**src/u8sd_pkg.sv**
```systemverilog
// ----------------------------------------------------------------------------
// u8sd_pkg
// Shared types and constants of the UTF-8 stream decoder.
// ----------------------------------------------------------------------------
package u8sd_pkg;

    localparam int POSITION_BITS = 32;  // internal byte position counter
    localparam int POS_OUT_BITS  = 32;  // byte_position port width
    localparam int CP_BITS       = 21;
    localparam int BYTE_BITS     = 8;
    localparam int PAYLOAD_BITS  = 7;   // largest payload of a single byte
    localparam int QDEPTH        = 2;   // power of two
    localparam int QPTR_BITS     = (QDEPTH > 1) ? $clog2(QDEPTH) : 1;
    localparam int QCNT_BITS     = $clog2(QDEPTH + 1);

    typedef enum logic [1:0] {
        ST_OK          = 2'd0,
        ST_EXPECT_CONT = 2'd1,
        ST_BAD_START   = 2'd2,
        ST_TRUNCATED   = 2'd3
    } status_t;

    typedef enum logic [1:0] {
        CL_ASCII = 2'd0,
        CL_LEAD  = 2'd1,
        CL_CONT  = 2'd2,
        CL_BAD   = 2'd3
    } byte_class_t;

    // classified request as it travels from front to back
    typedef struct packed {
        byte_class_t              cls;
        logic [1:0]               need;
        logic [PAYLOAD_BITS-1:0]  payload;
        logic [POS_OUT_BITS-1:0]  pos;
        logic                     last;
    } req_t;

endpackage

```
**src/u8sd_front.sv**
```systemverilog
// ----------------------------------------------------------------------------
// u8sd_front
// Accepts bytes, classifies them and tags each with its string position.
// ----------------------------------------------------------------------------
module u8sd_front (
    input  logic                          clk,
    input  logic                          rst_n,
    input  logic                          byte_valid,
    output logic                          byte_stall,
    input  logic [u8sd_pkg::BYTE_BITS-1:0] data_byte,
    input  logic                          end_of_string,
    input  logic                          q_full,
    output logic                          push,
    output u8sd_pkg::req_t                push_req
);
    import u8sd_pkg::*;

    logic [POSITION_BITS-1:0] pos_reg;
    logic [POSITION_BITS-1:0] pos_next;

    assign byte_stall = q_full;
    assign push       = byte_valid && !q_full;

    always_comb
    begin
        push_req.pos  = POS_OUT_BITS'(pos_reg);
        push_req.last = end_of_string;
        push_req.need = 2'd0;
        if (data_byte[7] == 1'b0)
        begin
            push_req.cls     = CL_ASCII;
            push_req.payload = data_byte[6:0];
        end
        else if (data_byte[6] == 1'b0)
        begin
            push_req.cls     = CL_CONT;
            push_req.payload = {1'b0, data_byte[5:0]};
        end
        else if (data_byte[5] == 1'b0)
        begin
            push_req.cls     = CL_LEAD;
            push_req.need    = 2'd1;
            push_req.payload = {2'b00, data_byte[4:0]};
        end
        else if (data_byte[4] == 1'b0)
        begin
            push_req.cls     = CL_LEAD;
            push_req.need    = 2'd2;
            push_req.payload = {3'b000, data_byte[3:0]};
        end
        else if (data_byte[3] == 1'b0)
        begin
            push_req.cls     = CL_LEAD;
            push_req.need    = 2'd3;
            push_req.payload = {4'b0000, data_byte[2:0]};
        end
        else
        begin
            push_req.cls     = CL_BAD;
            push_req.payload = '0;
        end
    end

    always_comb
    begin
        pos_next = pos_reg;
        if (push)
            pos_next = end_of_string ? '0 : pos_reg + POSITION_BITS'(1);
    end

    always_ff @(posedge clk or negedge rst_n)
    begin
        if (!rst_n)
            pos_reg <= '0;
        else
            pos_reg <= pos_next;
    end

endmodule

```
**src/u8sd_queue.sv**
```systemverilog
// ----------------------------------------------------------------------------
// u8sd_queue
// Short register queue between the classifier and the decoder.
// ----------------------------------------------------------------------------
module u8sd_queue (
    input  logic           clk,
    input  logic           rst_n,
    input  logic           push,
    input  u8sd_pkg::req_t push_req,
    output logic           full,
    output logic           not_empty,
    input  logic           pop,
    output u8sd_pkg::req_t head
);
    import u8sd_pkg::*;

    req_t                 entry_reg [QDEPTH];
    logic [QPTR_BITS-1:0] wr_ptr_reg;
    logic [QPTR_BITS-1:0] wr_ptr_next;
    logic [QPTR_BITS-1:0] rd_ptr_reg;
    logic [QPTR_BITS-1:0] rd_ptr_next;
    logic [QCNT_BITS-1:0] count_reg;
    logic [QCNT_BITS-1:0] count_next;

    assign full      = (count_reg == QCNT_BITS'(QDEPTH));
    assign not_empty = (count_reg != '0);
    assign head      = entry_reg[rd_ptr_reg];

    always_comb
    begin
        wr_ptr_next = push ? wr_ptr_reg + QPTR_BITS'(1) : wr_ptr_reg;
        rd_ptr_next = pop  ? rd_ptr_reg + QPTR_BITS'(1) : rd_ptr_reg;
        count_next  = count_reg;
        if (push && !pop)
            count_next = count_reg + QCNT_BITS'(1);
        else if (pop && !push)
            count_next = count_reg - QCNT_BITS'(1);
    end

    always_ff @(posedge clk or negedge rst_n)
    begin
        if (!rst_n)
        begin
            wr_ptr_reg <= '0;
            rd_ptr_reg <= '0;
            count_reg  <= '0;
        end
        else
        begin
            wr_ptr_reg <= wr_ptr_next;
            rd_ptr_reg <= rd_ptr_next;
            count_reg  <= count_next;
        end
    end

    always_ff @(posedge clk)
    begin
        if (push)
            entry_reg[wr_ptr_reg] <= push_req;
    end

endmodule

```
**src/u8sd_back.sv**
```systemverilog
// ----------------------------------------------------------------------------
// u8sd_back
// Sequence decoder: tracks pending continuations, builds code points and
// drives the result register.
// ----------------------------------------------------------------------------
module u8sd_back (
    input  logic                              clk,
    input  logic                              rst_n,
    input  logic                              q_not_empty,
    input  u8sd_pkg::req_t                    head,
    output logic                              pop,
    output logic                              result_valid,
    input  logic                              result_stall,
    output logic [u8sd_pkg::CP_BITS-1:0]      code_point,
    output logic [1:0]                        status,
    output logic [u8sd_pkg::POS_OUT_BITS-1:0] byte_position,
    output logic                              string_done
);
    import u8sd_pkg::*;

    logic [1:0]         rem_reg;
    logic [1:0]         rem_next;
    logic [CP_BITS-1:0] acc_reg;
    logic [CP_BITS-1:0] acc_next;
    logic [CP_BITS-1:0] acc_shift;
    logic [1:0]         rem_dec;

    logic               valid_reg;
    logic               valid_next;
    logic [CP_BITS-1:0] cp_reg;
    status_t            st_reg;
    logic [POS_OUT_BITS-1:0] pos_reg;
    logic               done_reg;

    logic               emit;
    logic [CP_BITS-1:0] emit_cp;
    status_t            emit_st;

    // output register free, or emptied this cycle
    assign pop = q_not_empty && (!valid_reg || !result_stall);

    assign acc_shift = {acc_reg[CP_BITS-7:0], head.payload[5:0]};
    assign rem_dec   = rem_reg - 2'd1;

    always_comb
    begin
        rem_next = rem_reg;
        acc_next = acc_reg;
        emit     = 1'b0;
        emit_cp  = '0;
        emit_st  = ST_OK;
        if (pop)
        begin
            if (rem_reg != 2'd0)
            begin
                if (head.cls != CL_CONT)
                begin
                    emit     = 1'b1;
                    emit_st  = ST_EXPECT_CONT;
                    rem_next = 2'd0;
                    acc_next = '0;
                end
                else if (rem_dec == 2'd0)
                begin
                    emit     = 1'b1;
                    emit_cp  = acc_shift;
                    rem_next = 2'd0;
                    acc_next = '0;
                end
                else if (head.last)
                begin
                    emit     = 1'b1;
                    emit_st  = ST_TRUNCATED;
                    rem_next = 2'd0;
                    acc_next = '0;
                end
                else
                begin
                    rem_next = rem_dec;
                    acc_next = acc_shift;
                end
            end
            else
            begin
                unique case (head.cls) inside
                    CL_ASCII:
                    begin
                        emit    = 1'b1;
                        emit_cp = CP_BITS'(head.payload);
                    end
                    CL_LEAD:
                    begin
                        if (head.last)
                        begin
                            emit    = 1'b1;
                            emit_st = ST_TRUNCATED;
                        end
                        else
                        begin
                            rem_next = head.need;
                            acc_next = CP_BITS'(head.payload);
                        end
                    end
                    CL_CONT, CL_BAD:
                    begin
                        emit    = 1'b1;
                        emit_st = ST_BAD_START;
                    end
                    default:
                    begin
                        emit = 1'b0;
                    end
                endcase
            end
        end
    end

    always_comb
    begin
        valid_next = valid_reg;
        if (emit)
            valid_next = 1'b1;
        else if (!result_stall)
            valid_next = 1'b0;
    end

    always_ff @(posedge clk or negedge rst_n)
    begin
        if (!rst_n)
        begin
            rem_reg   <= 2'd0;
            acc_reg   <= '0;
            valid_reg <= 1'b0;
        end
        else
        begin
            rem_reg   <= rem_next;
            acc_reg   <= acc_next;
            valid_reg <= valid_next;
        end
    end

    always_ff @(posedge clk)
    begin
        if (emit)
        begin
            cp_reg   <= emit_cp;
            st_reg   <= emit_st;
            pos_reg  <= head.pos;
            done_reg <= head.last;
        end
    end

    assign result_valid  = valid_reg;
    assign code_point    = cp_reg;
    assign status        = st_reg;
    assign byte_position = pos_reg;
    assign string_done   = done_reg;

endmodule

```
**src/utf8_stream_decoder_unit.sv**
```systemverilog
// ----------------------------------------------------------------------------
// utf8_stream_decoder_unit
// UTF-8 byte stream to code point decoder with error reporting.
// ----------------------------------------------------------------------------
// Byte channel: byte_valid/byte_stall carry one encoded byte per request,
// end_of_string set on the last byte of each string.
// Result channel: result_valid/result_stall carry code_point, status,
// byte_position and string_done; a request is made for every finished
// sequence, every error and every final byte of a string.
// Throughput: one byte per cycle while result_stall is low, limited by the
// decoder taking one queue entry per cycle. An accepted byte is written into
// the queue, and its result is then registered in the output register.
// Lead bytes and non-final continuation bytes give no result unless they
// end a string or a lead byte breaks a pending sequence. Reset clears the
// position counter, the pending sequence state, the queue and the result
// valid flag. While the receiver stalls, the result holds; the two-entry
// queue keeps taking bytes until it fills, then byte_stall rises.
// ----------------------------------------------------------------------------
module utf8_stream_decoder_unit (
    input  logic                              clk,
    input  logic                              rst_n,
    input  logic                              byte_valid,
    output logic                              byte_stall,
    input  logic [u8sd_pkg::BYTE_BITS-1:0]    data_byte,
    input  logic                              end_of_string,
    output logic                              result_valid,
    input  logic                              result_stall,
    output logic [u8sd_pkg::CP_BITS-1:0]      code_point,
    output logic [1:0]                        status,
    output logic [u8sd_pkg::POS_OUT_BITS-1:0] byte_position,
    output logic                              string_done
);
    import u8sd_pkg::*;

    logic q_full;
    logic q_not_empty;
    logic push;
    logic pop;
    req_t push_req;
    req_t head;

    u8sd_front u_front (
        .clk           (clk),
        .rst_n         (rst_n),
        .byte_valid    (byte_valid),
        .byte_stall    (byte_stall),
        .data_byte     (data_byte),
        .end_of_string (end_of_string),
        .q_full        (q_full),
        .push          (push),
        .push_req      (push_req)
    );

    u8sd_queue u_queue (
        .clk       (clk),
        .rst_n     (rst_n),
        .push      (push),
        .push_req  (push_req),
        .full      (q_full),
        .not_empty (q_not_empty),
        .pop       (pop),
        .head      (head)
    );

    u8sd_back u_back (
        .clk           (clk),
        .rst_n         (rst_n),
        .q_not_empty   (q_not_empty),
        .head          (head),
        .pop           (pop),
        .result_valid  (result_valid),
        .result_stall  (result_stall),
        .code_point    (code_point),
        .status        (status),
        .byte_position (byte_position),
        .string_done   (string_done)
    );

endmodule

```
**config.mk**
```make
export PLATFORM = sky130hd
export DESIGN_NAME = utf8_stream_decoder_unit
export DESIGN_NICKNAME = d
export VERILOG_FILES = /design/src/u8sd_pkg.sv /design/src/u8sd_front.sv /design/src/u8sd_queue.sv /design/src/u8sd_back.sv /design/src/utf8_stream_decoder_unit.sv
export SDC_FILE = /design/constraint.sdc
export NUM_CORES = 1
export LEC_CHECK = 0
export BUFFER_PORTS_ARGS = -buffer_cell sky130_fd_sc_hd__buf_2
export CAP_MARGIN = 0
export CORE_MARGIN = 2
export CORE_UTILIZATION = 40
export CTS_BUF_LIST = sky130_fd_sc_hd__clkbuf_2
export DETAILED_ROUTE_END_ITERATION = 7
export PLACE_DENSITY = 0.62
export SLEW_MARGIN = 10
export SYNTH_ARGS = -nofsm -noshare
export SYNTH_HDL_FRONTEND = slang
export SYNTH_HIERARCHICAL = 1
export SYNTH_SLANG_ARGS = --single-unit
```
**constraint.sdc**
```tcl
create_clock -name clk -period 4.65 [get_ports clk]
set_input_delay 0.2325 -clock clk [delete_from_list [all_inputs] [get_ports clk]]
set_output_delay 0.2325 -clock clk [all_outputs]
set_load 0.05 [all_outputs]
```
==> impl_metrics.tcl, run 1 <==
set metrics [dict create \
    crit_path_max_incr_delay_ns 0.86 \
    fin_tns_setup_ns 0 \
    setup_viol 0 \
    worstSetupEndpointType "register" \
    ctsHtreeMaxLevel 4 \
    p_leak_uw 0.00356 \
    layout_commonest_cell "edfxtp_1" \
    clock_path_buffers 2 \
    synth-async-reset-ratio_pct 27.3 \
    cp_top_family "simple AND/OR/NAND/NOR gates" \
    cp_max_fo 32 \
    track_usage_pct 14.1 \
    crit_buf_inv 2 \
    instances_no_fill 914 \
    routed_wl_mm 15.1 \
    dieArea_sq_um 21900 \
    grt_pass1_vias 4604 \
    portBuffers 70 \
    cts_sinks 198 \
    design.final.nets 649 \
    power_density_nw_per_um2 625 \
    ys_seq_area_share_pct 68.4 \
    core_sq_um 20300 \
    cts_buffers 17 \
    syn_area_sq_um 8300 \
    cts_tree "built" \
    dp_cells 867 \
    synth_top_flop_cell "edfxtp_1" \
    insertion_delay_ns 0.74 \
    drtIter0Drc 399 \
    clock_skew_ns 0.0311 \
    clk_pin_slew_ns 0.26 \
    die_y_microns 148 \
    avgRoutedWirePerCell_microns 16.5 \
    synthTopCellsByArea "edfxtp_1, dfrtp_1, mux2_4, mux2i_1, and2_1" \
    grt_pass1_wl_mm 24.1 \
    synth_warnings 6 \
    place_hpwl_mm 9.98 \
    largest_reg_flops 88 \
    min_period_ns 2.94 \
    synth-edff-count 144 \
    worst_hold_path_type "input port to async pin" \
    max_slew_margin_pct 35.1 \
    critPathLaunchType "register" \
    critical_path.cell_chain "nor2b_1 -> nand2b_1 -> inv_1 -> nor2b_4 -> buf_4" \
    maxCapViolCount 0 \
    routabilityCongestion 0.851 \
    outcome "completed" \
    diodes 0 \
    peakVddDrop_mv 0.246 \
    cp.required_ns 5.13 \
    fmax_mhz 341 \
    grt_max_degree 55 \
    ys_ff_latch 198 \
    firstDrtPassIters 5 \
    hold_violations 0 \
    final_layout_size_suffix_gt1_share_pct 27.0 \
    final_cell_mix "edfxtp_1, buf_2, dfrtp_1, mux2_4, nand2_1" \
    min_period_over_period_pct 63.2 \
    worst_slew_pin_slew_ns 0.972 \
    viasPerCell 5.04 \
    antenna_left 0 \
    die-width_microns 148 \
    overflow 0 \
    drc 0 \
    slowest_stage "nor2b_4" \
    synth_cell_types 54 \
    syn_avg_cell_area_sq_um 15.2 \
    synth_top_area_cell "edfxtp_1" \
    synth_cells 547 \
    vias 4602 \
    syn_to_final_growth_pct 11.0 \
    boundaryPins 71 \
    arrival_ns 3.41 \
    start_util_pct 40.9 \
    antenna_found_initial 0 \
    num_rows 52 \
    synth_top_area_share_pct 52.1 \
    syn-num-nets 565 \
    clockRootBuffer "clkbuf_2" \
    slew_violations 0 \
    rsz0062_at_grt "no" \
    worstSetupPathType "register to register" \
]
==> metrics by stage <==
| stage | hold WS (ns) | setup slack (ns) | area (sq um) | util (%) | total power, uW |
|---|---|---|---|---|---|
| global route | 0.0987 | 1.47 | 9220 | 45.4 | 6040 |
| floorplan | -0.0631 | 0.458 | 8300 | - | 4620 |
| finish | 0.105 | 1.71 | 9220 | 45.4 | 5760 |
| CTS | 0.0445 | 1.66 | 9200 | 45.3 | 5820 |
| global placement | 0.405 | 1.86 | 8840 | 43.5 | 4990 |
| detailed placement | 0.425 | 1.68 | 8840 | 43.5 | 5030 |
==> power by group <==
part / leakage [uW] / switching, uW / internal (uW) / total [uW]
registers: 0.00214 / 211 / 2520 / 2730
clock network: 0.000131 / 567 / 205 / 772
logic: 0.00129 / 1590 / 676 / 2260
==> path summary, 6_finish.rpt <==
| check | slack (ns) | to | depth (start not counted) | from |
|---|---|---|---|---|
| worst max-delay path | 1.71 | u_queue/entry_reg[0][9] | 5 | u_queue/count_reg[1] |
| worst min-delay path | 0.11 | u_front/pos_reg[13] | 3 | rst_n |
| worst max register to register | 1.71 | u_queue/entry_reg[0][9] | 5 | u_queue/count_reg[1] |
| worst min register to register | 0.53 | u_queue/count_reg[1] | 1 | u_queue/count_reg[1] |
| max in group asynchronous | 4.04 | u_queue/rd_ptr_reg | 3 | rst_n |
| min in group clk | 0.13 | u_front/pos_reg[1] | 4 | byte_valid |
==> metal layers <==
metal / track usage, % / vias up / part of all wire (%) / wire length [microns]
met5: 0 / - / 0 / 0
li1: - / 2199 / - / -
met4: 4.67 / 0 / 1.6 / 246
met1: 17.4 / 2293 / 43 / 6550
met2: 24.7 / 90 / 52 / 7760
met3: 3.10 / 20 / 3.3 / 504
==> area by class of cell <==
class	count	area (sq um)
fillers	1818	11100
flip-flops and latches	198	5680
multi-input cells	299	2340
repair buffers	90	548
well taps	270	338
clock inverters	13	121
clock buffers	19	95.1
inverters	25	93.8
==> Yosys cell counts, types with 4 or more instances <==
cell type / n
edfxtp_1: 144
dfrtp_1: 54
mux2_4: 39
nand2_1: 31
and2_1: 24
inv_1: 24
nand3_1: 23
a21oi_1: 22
mux2i_1: 16
or4_1: 14
nor2_1: 13
o31ai_1: 11
o21ai_0: 10
clkbuf_1: 9
mux2_2: 8
a22o_1: 7
nand4_1: 7
nor2b_1: 7
nor4_1: 7
or2_2: 7
ha_1: 5
xnor2_1: 5
xor2_1: 5
and4_1: 4
buf_12: 4
buf_2: 4
buf_6: 4
nor3_1: 4
==> tightest hold or removal path, stage by stage <==
cell and delay (ns):
dlygate4sd3_1 0.52, buf_2 0.10, buf_4 0.55
==> kinds of logic (layout without fill, tap and decap cells) <==
group | Yosys count | after routing | share of synthesized area, %
adders and majority gates | 5 | 5 | 0.754
AOI/OAI and AO/OA | 62 | 62 | 4.96
DFF | 198 | 198 | 68.4
and+or+nand+nor | 159 | 159 | 11.2
xor gates and xnor gates | 10 | 10 | 1.05
muxes | 63 | 63 | 10.1
buffers and inverters | 50 | 147 | 3.62
==> timing repair <==
action,4_1_cts,5_1_grt
resized for setup,0,0
buffers inserted,0,0
endpoints found under the hold margin,87,0
hold buffers,14,0
setup endpoints to repair,0,0
Note: power is estimated with default switching activity, not from simulation.
==> run 2: changes to the inputs <==
- PLACE_DENSITY: 0.62 -> 0.64
- clock period: 4.65 -> 2.39 ns (I/O delays scaled with it)
==> impl_metrics.tcl, run 2 (synthesis results as in run 1) <==
set metrics [dict create \
    path_depth 5 \
    boundaryPins 71 \
    antenna_left 0 \
    min_period_ns 2.30 \
    cts_sinks 198 \
    cts_setup_buffers 0 \
    worstHoldEndpoint "u_back/result_valid" \
    peakVddDrop_mv 0.595 \
    insertion_delay_ns 0.73 \
    hold_violations 0 \
    p_leak_uw 0.00364 \
    avgRoutedWirePerCell_microns 16.2 \
    syn_to_final_growth_pct 12.6 \
    final_layout_size_suffix_gt1_share_pct 28.8 \
    ctsHtreeMaxLevel 4 \
    arrival_ns 2.97 \
    grt_max_degree 45 \
    clock_path_buffers 2 \
    diodes 0 \
    crit_top_cell "or4_1" \
    worstSetupEndpointType "register" \
    setup_viol 0 \
    critPathLaunchType "register" \
    worst_hold_path_type "input port to register" \
    grt_pass1_wl_mm 24.3 \
    slowest_stage "or4_1" \
    cp.required_ns 3.07 \
    routabilityCongestion 0.806 \
    outcome "completed" \
    cp_max_fo 8 \
    crit_buf_inv 0 \
    place_hpwl_mm 10.2 \
    rrSetupSlack_ns 0.09 \
    vias 4716 \
    hold_start "result_stall" \
    portBuffers 70 \
    r2r_cells 5 \
    slew_violations 0 \
    worst_slew_pin_slew_ns 0.765 \
    holdPathStages 4 \
    design.final.nets 668 \
    dieArea_sq_um 21900 \
    rr_endpoint "u_front/pos_reg[28]" \
    routed_wl_mm 15.1 \
    clk_pin_slew_ns 0.24 \
    grt_pass1_vias 4804 \
    fmax_mhz 436 \
    largest_reg_flops 88 \
    place_area_sq_um 8990 \
    clock_skew_ns 0.0438 \
    power_density_nw_per_um2 1200 \
    max_slew_margin_pct 48.9 \
    die-width_microns 148 \
    crit_path_max_incr_delay_ns 0.68 \
    die_y_microns 148 \
    start_util_pct 40.9 \
    viasPerCell 5.05 \
    min_period_over_period_pct 96.1 \
    final.setup.worst_slack_ns 0.0939 \
    final_cell_mix "edfxtp_1, buf_2, dfrtp_1, mux2_4, nand2_1" \
    worstSetupPathType "register to register" \
    rsz0062_at_grt "no" \
    track_usage_pct 14.2 \
    num_rows 52 \
    cts_tree "built" \
    cts_buffers 17 \
    drc 0 \
    antenna_found_initial 0 \
    core_sq_um 20300 \
    layout_commonest_cell "edfxtp_1" \
    fin_area_sq_um 9350 \
    cp_top_family "simple AND/OR/NAND/NOR gates" \
    critical_path.cell_chain "ha_1 -> nand3_2 -> or4_1 -> or4_1 -> a21oi_1" \
    maxCapViolCount 0 \
    dpl_worst_slack_ns 0.0498 \
    firstDrtPassIters 5 \
    r2r_start "u_front/pos_reg[0]" \
    drtIter0Drc 306 \
    overflow 0 \
    clockRootBuffer "clkbuf_2" \
]
==> run 2: cell types whose count changed in the layout (fill, tap and decap cells not counted), sizes merged <==
cell / previous run / this run
clkinvlp: 3 / 2
clkbuf: 19 / 22
inv: 29 / 26
clkinv: 5 / 7
dlygate4sd3: 14 / 17
bufinv: 1 / 0
buf: 76 / 92
==> run 2: area by class of cell <==
class | count | area [sq um]
fill | 1837 | 11000
sequential | 198 | 5680
multi-input combinational | 299 | 2360
timing repair buffer | 109 | 711
tap | 270 | 338
clock buffer | 22 | 110
inverter | 25 | 93.8
clock inverter | 10 | 58.8
==> run 2: how the worst max path moves through the flow <==
stage / start / endpoint / slack, ns
final: u_front/pos_reg[0] / u_front/pos_reg[28] / 0.09
after global routing: u_front/pos_reg[0] / u_front/pos_reg[28] / 0.001
after CTS: u_front/pos_reg[1] / u_front/pos_reg[16] / 0.05
after detailed placement: u_queue/rd_ptr_reg / u_back/byte_position[9] / 0.05
after global placement: u_queue/rd_ptr_reg / u_back/byte_position[8] / 0.12
after floorplan: u_queue/rd_ptr_reg / u_back/byte_position[0] / -0.22
==> run 2: tightest hold or removal path: stages <==
cell	delay, ns
dlygate4sd3_1	0.53
buf_2	0.12
nand2_1	0.05
o21ai_0	0.07
==> run 2: through the flow <==
stage | total power (uW) | utilization [%] | hold WS [ns] | setup TNS (ns) | instances
after global placement | 9900 | 44.3 | 0.0517 | 0 | 884
final | 11200 | 46.0 | 0.226 | 0 | 933
after global routing | 11800 | 46.0 | 0.133 | 0 | 933
after CTS | 11300 | 46.0 | 0.127 | 0 | 933
after floorplan | 8990 | - | -0.176 | -12.59 | 547
after detailed placement | 9970 | 44.3 | 0.0585 | 0 | 884
==> run 2: where the power goes <==
part | internal [uW] | switching, uW | total (uW)
sequential | 4890 | 350 | 5240
combinational | 1490 | 3160 | 4650
clock | 282 | 1030 | 1310
total | 6660 | 4540 | 11200
==> run 2: metal layers <==
| metal | part of all wire (%) | global-route usage (%) | vias up |
|---|---|---|---|
| li1 | - | - | 2242 |
| met1 | 44 | 17.4 | 2343 |
| met2 | 51 | 24.8 | 113 |
| met3 | 4.4 | 3.68 | 18 |
| met4 | 1.4 | 4.48 | 0 |
| met5 | 0 | 0 | - |
==> run 2: timing repair <==
action,CTS,global route
hold buffers,17,0
setup endpoints to repair,0,22
endpoints found under the hold margin,119,0
gates resized for setup,0,3
==> run 3: changes to the inputs <==
- clock period: 2.39 -> 2 ns (I/O delays scaled with it)
==> impl_metrics.tcl, run 3 (synthesis results as in run 1) <==
set metrics [dict create \
    outcome "finished, violations left" \
    violations "negative setup slack" \
    cts_sinks 198 \
    rsz0062_at_grt "yes" \
    setup_viol 73 \
    die-width_microns 148 \
    start_util_pct 40.9 \
    cp.required_ns 2.56 \
    routed_wl_mm 16.2 \
    cp_max_fo 12 \
    power_density_nw_per_um2 1420 \
    grt_max_degree 35 \
    min_period_ns 2.10 \
    dp_cells 921 \
    antenna_found_initial 1 \
    arrival_ns 2.66 \
    worst_slew_pin_slew_ns 0.959 \
    portBuffers 70 \
    cts_buffers 17 \
    drc 0 \
    syn_to_final_growth_pct 21.1 \
    slew_violations 0 \
    largest_reg_flops 88 \
    grt_pass1_vias 5188 \
    avgRoutedWirePerCell_microns 16.4 \
    final_cell_mix "edfxtp_1, buf_2, buf_4, dfrtp_1, mux2_4" \
    core_sq_um 20300 \
    cts_tree "built" \
    critPathLaunchType "register" \
    final_layout_size_suffix_gt1_share_pct 37.2 \
    min_period_over_period_pct 105 \
    fin_util_pct 49.5 \
    vias 4956 \
    worstSetupPathType "register to register" \
    design.final.nets 722 \
    p_leak_uw 0.00399 \
    clock_path_buffers 2 \
    clk_pin_slew_ns 0.31 \
    fmax_mhz 475 \
    insertion_delay_ns 0.79 \
    boundaryPins 71 \
    hold_violations 0 \
    routabilityCongestion 0.801 \
    die_y_microns 148 \
    clockRootBuffer "clkbuf_2" \
    track_usage_pct 15.0 \
    worst_hold_path_type "input port to register" \
    report.power.total_uw 14200 \
    clock_skew_ns 0.0468 \
    layout_commonest_cell "edfxtp_1" \
    place_hpwl_mm 10.5 \
    num_rows 52 \
    final.setup.worst_slack_ns -0.104 \
    max_slew_margin_pct 35.9 \
    antenna_left 0 \
    grt_pass1_wl_mm 25.5 \
    worstSetupEndpointType "register" \
    firstDrtPassIters 4 \
    multiInputGateArea_sq_um 2520 \
    layout.area.seq_sq_um 5680 \
    maxCapViolCount 0 \
    dieArea_sq_um 21900 \
    drtIter0Drc 281 \
    peakVddDrop_mv 0.674 \
    n_fill_cell 1749 \
    overflow 0 \
    ctsHtreeMaxLevel 4 \
    viasPerCell 5.02 \
    instances_no_fill 988 \
]
-- run 3: cell types whose count changed in the layout (fill, tap and decap cells not counted), moves of 3 or more --
cell           change
or4_4              +6
a21oi_2            +3
dlygate4sd3_1      +3
a21oi_1            -5
buf_6              +3
buf_4             +40
buf_12             +5
or4_1              -5
clkbuf_2           -4
clkinv_1           -3
inv_8              +4
-- run 3: power breakdown --
group,internal (uW),switching (uW),leakage [uW]
Sequential,5840,375,0.00213
Clock,396,1440,0.000137
Combinational,2180,4020,0.00172
-- run 3: final timing paths --
kind | to | start | slack [ns] | cells past startpoint
worst max-delay path | u_back/byte_position[4] | u_queue/rd_ptr_reg | -0.10 | 5
worst min-delay path | u_queue/entry_reg[1][0] | end_of_string | 0.16 | 2
worst max register to register | u_back/byte_position[4] | u_queue/rd_ptr_reg | -0.10 | 5
worst min register to register | u_queue/entry_reg[1][22] | u_front/pos_reg[21] | 0.52 | 0
max in group asynchronous | u_front/pos_reg[0] | rst_n | 0.26 | 4
min in group asynchronous | u_queue/rd_ptr_reg | rst_n | 0.31 | 4
-- run 3: cell type report --
class                      count  area share (%)
tap                          270            3.36
inverter                      25           0.958
sequential                   198            56.5
multi-input combinational    301            25.0
clock inverter                14            1.31
clock buffer                  18           0.896
timing repair buffer         161            11.9
antenna                        1          0.0249
-- run 3: per-stage QoR --
step | worst slack, ns | area (sq um) | TNS (ns) | hold slack, ns
floorplan | -0.615 | 8370 | -36.23 | -0.196
global placement | -0.117 | 9360 | -0.619 | 0.0990
detailed placement | -0.166 | 9360 | -3.42 | 0.114
CTS | -0.102 | 9920 | -4.96 | 0.0633
global route | -0.117 | 10100 | -6.34 | 0.0858
finish | -0.104 | 10100 | -4.67 | 0.157
-- run 3: critical path, cell delays in order (launching register included) --
cell and delay (ns):
dfrtp_2 0.51, mux2_4 0.31, or4b_4 0.57, a21oi_4 0.18
nor2_4 0.11, clkbuf_16 0.19
-- run 3: layer usage --
| metal | GRT usage [%] | vias to the layer above | wire length [microns] |
|---|---|---|---|
| met5 | 0 | - | 0 |
| li1 | - | 2352 | - |
| met2 | 26.4 | 101 | 8500 |
| met4 | 6.19 | 0 | 297 |
| met3 | 3.40 | 24 | 524 |
| met1 | 17.6 | 2479 | 6880 |
-- run 3: what timing repair did --
action / in CTS / in global routing
gates cloned: 1 / 2
endpoints found under the hold margin: 128 / 0
hold buffers: 20 / 0
buffers inserted: 7 / 4
pin swaps: 4 / 7
gates resized for setup: 13 / 23
setup endpoints to repair: 106 / 89
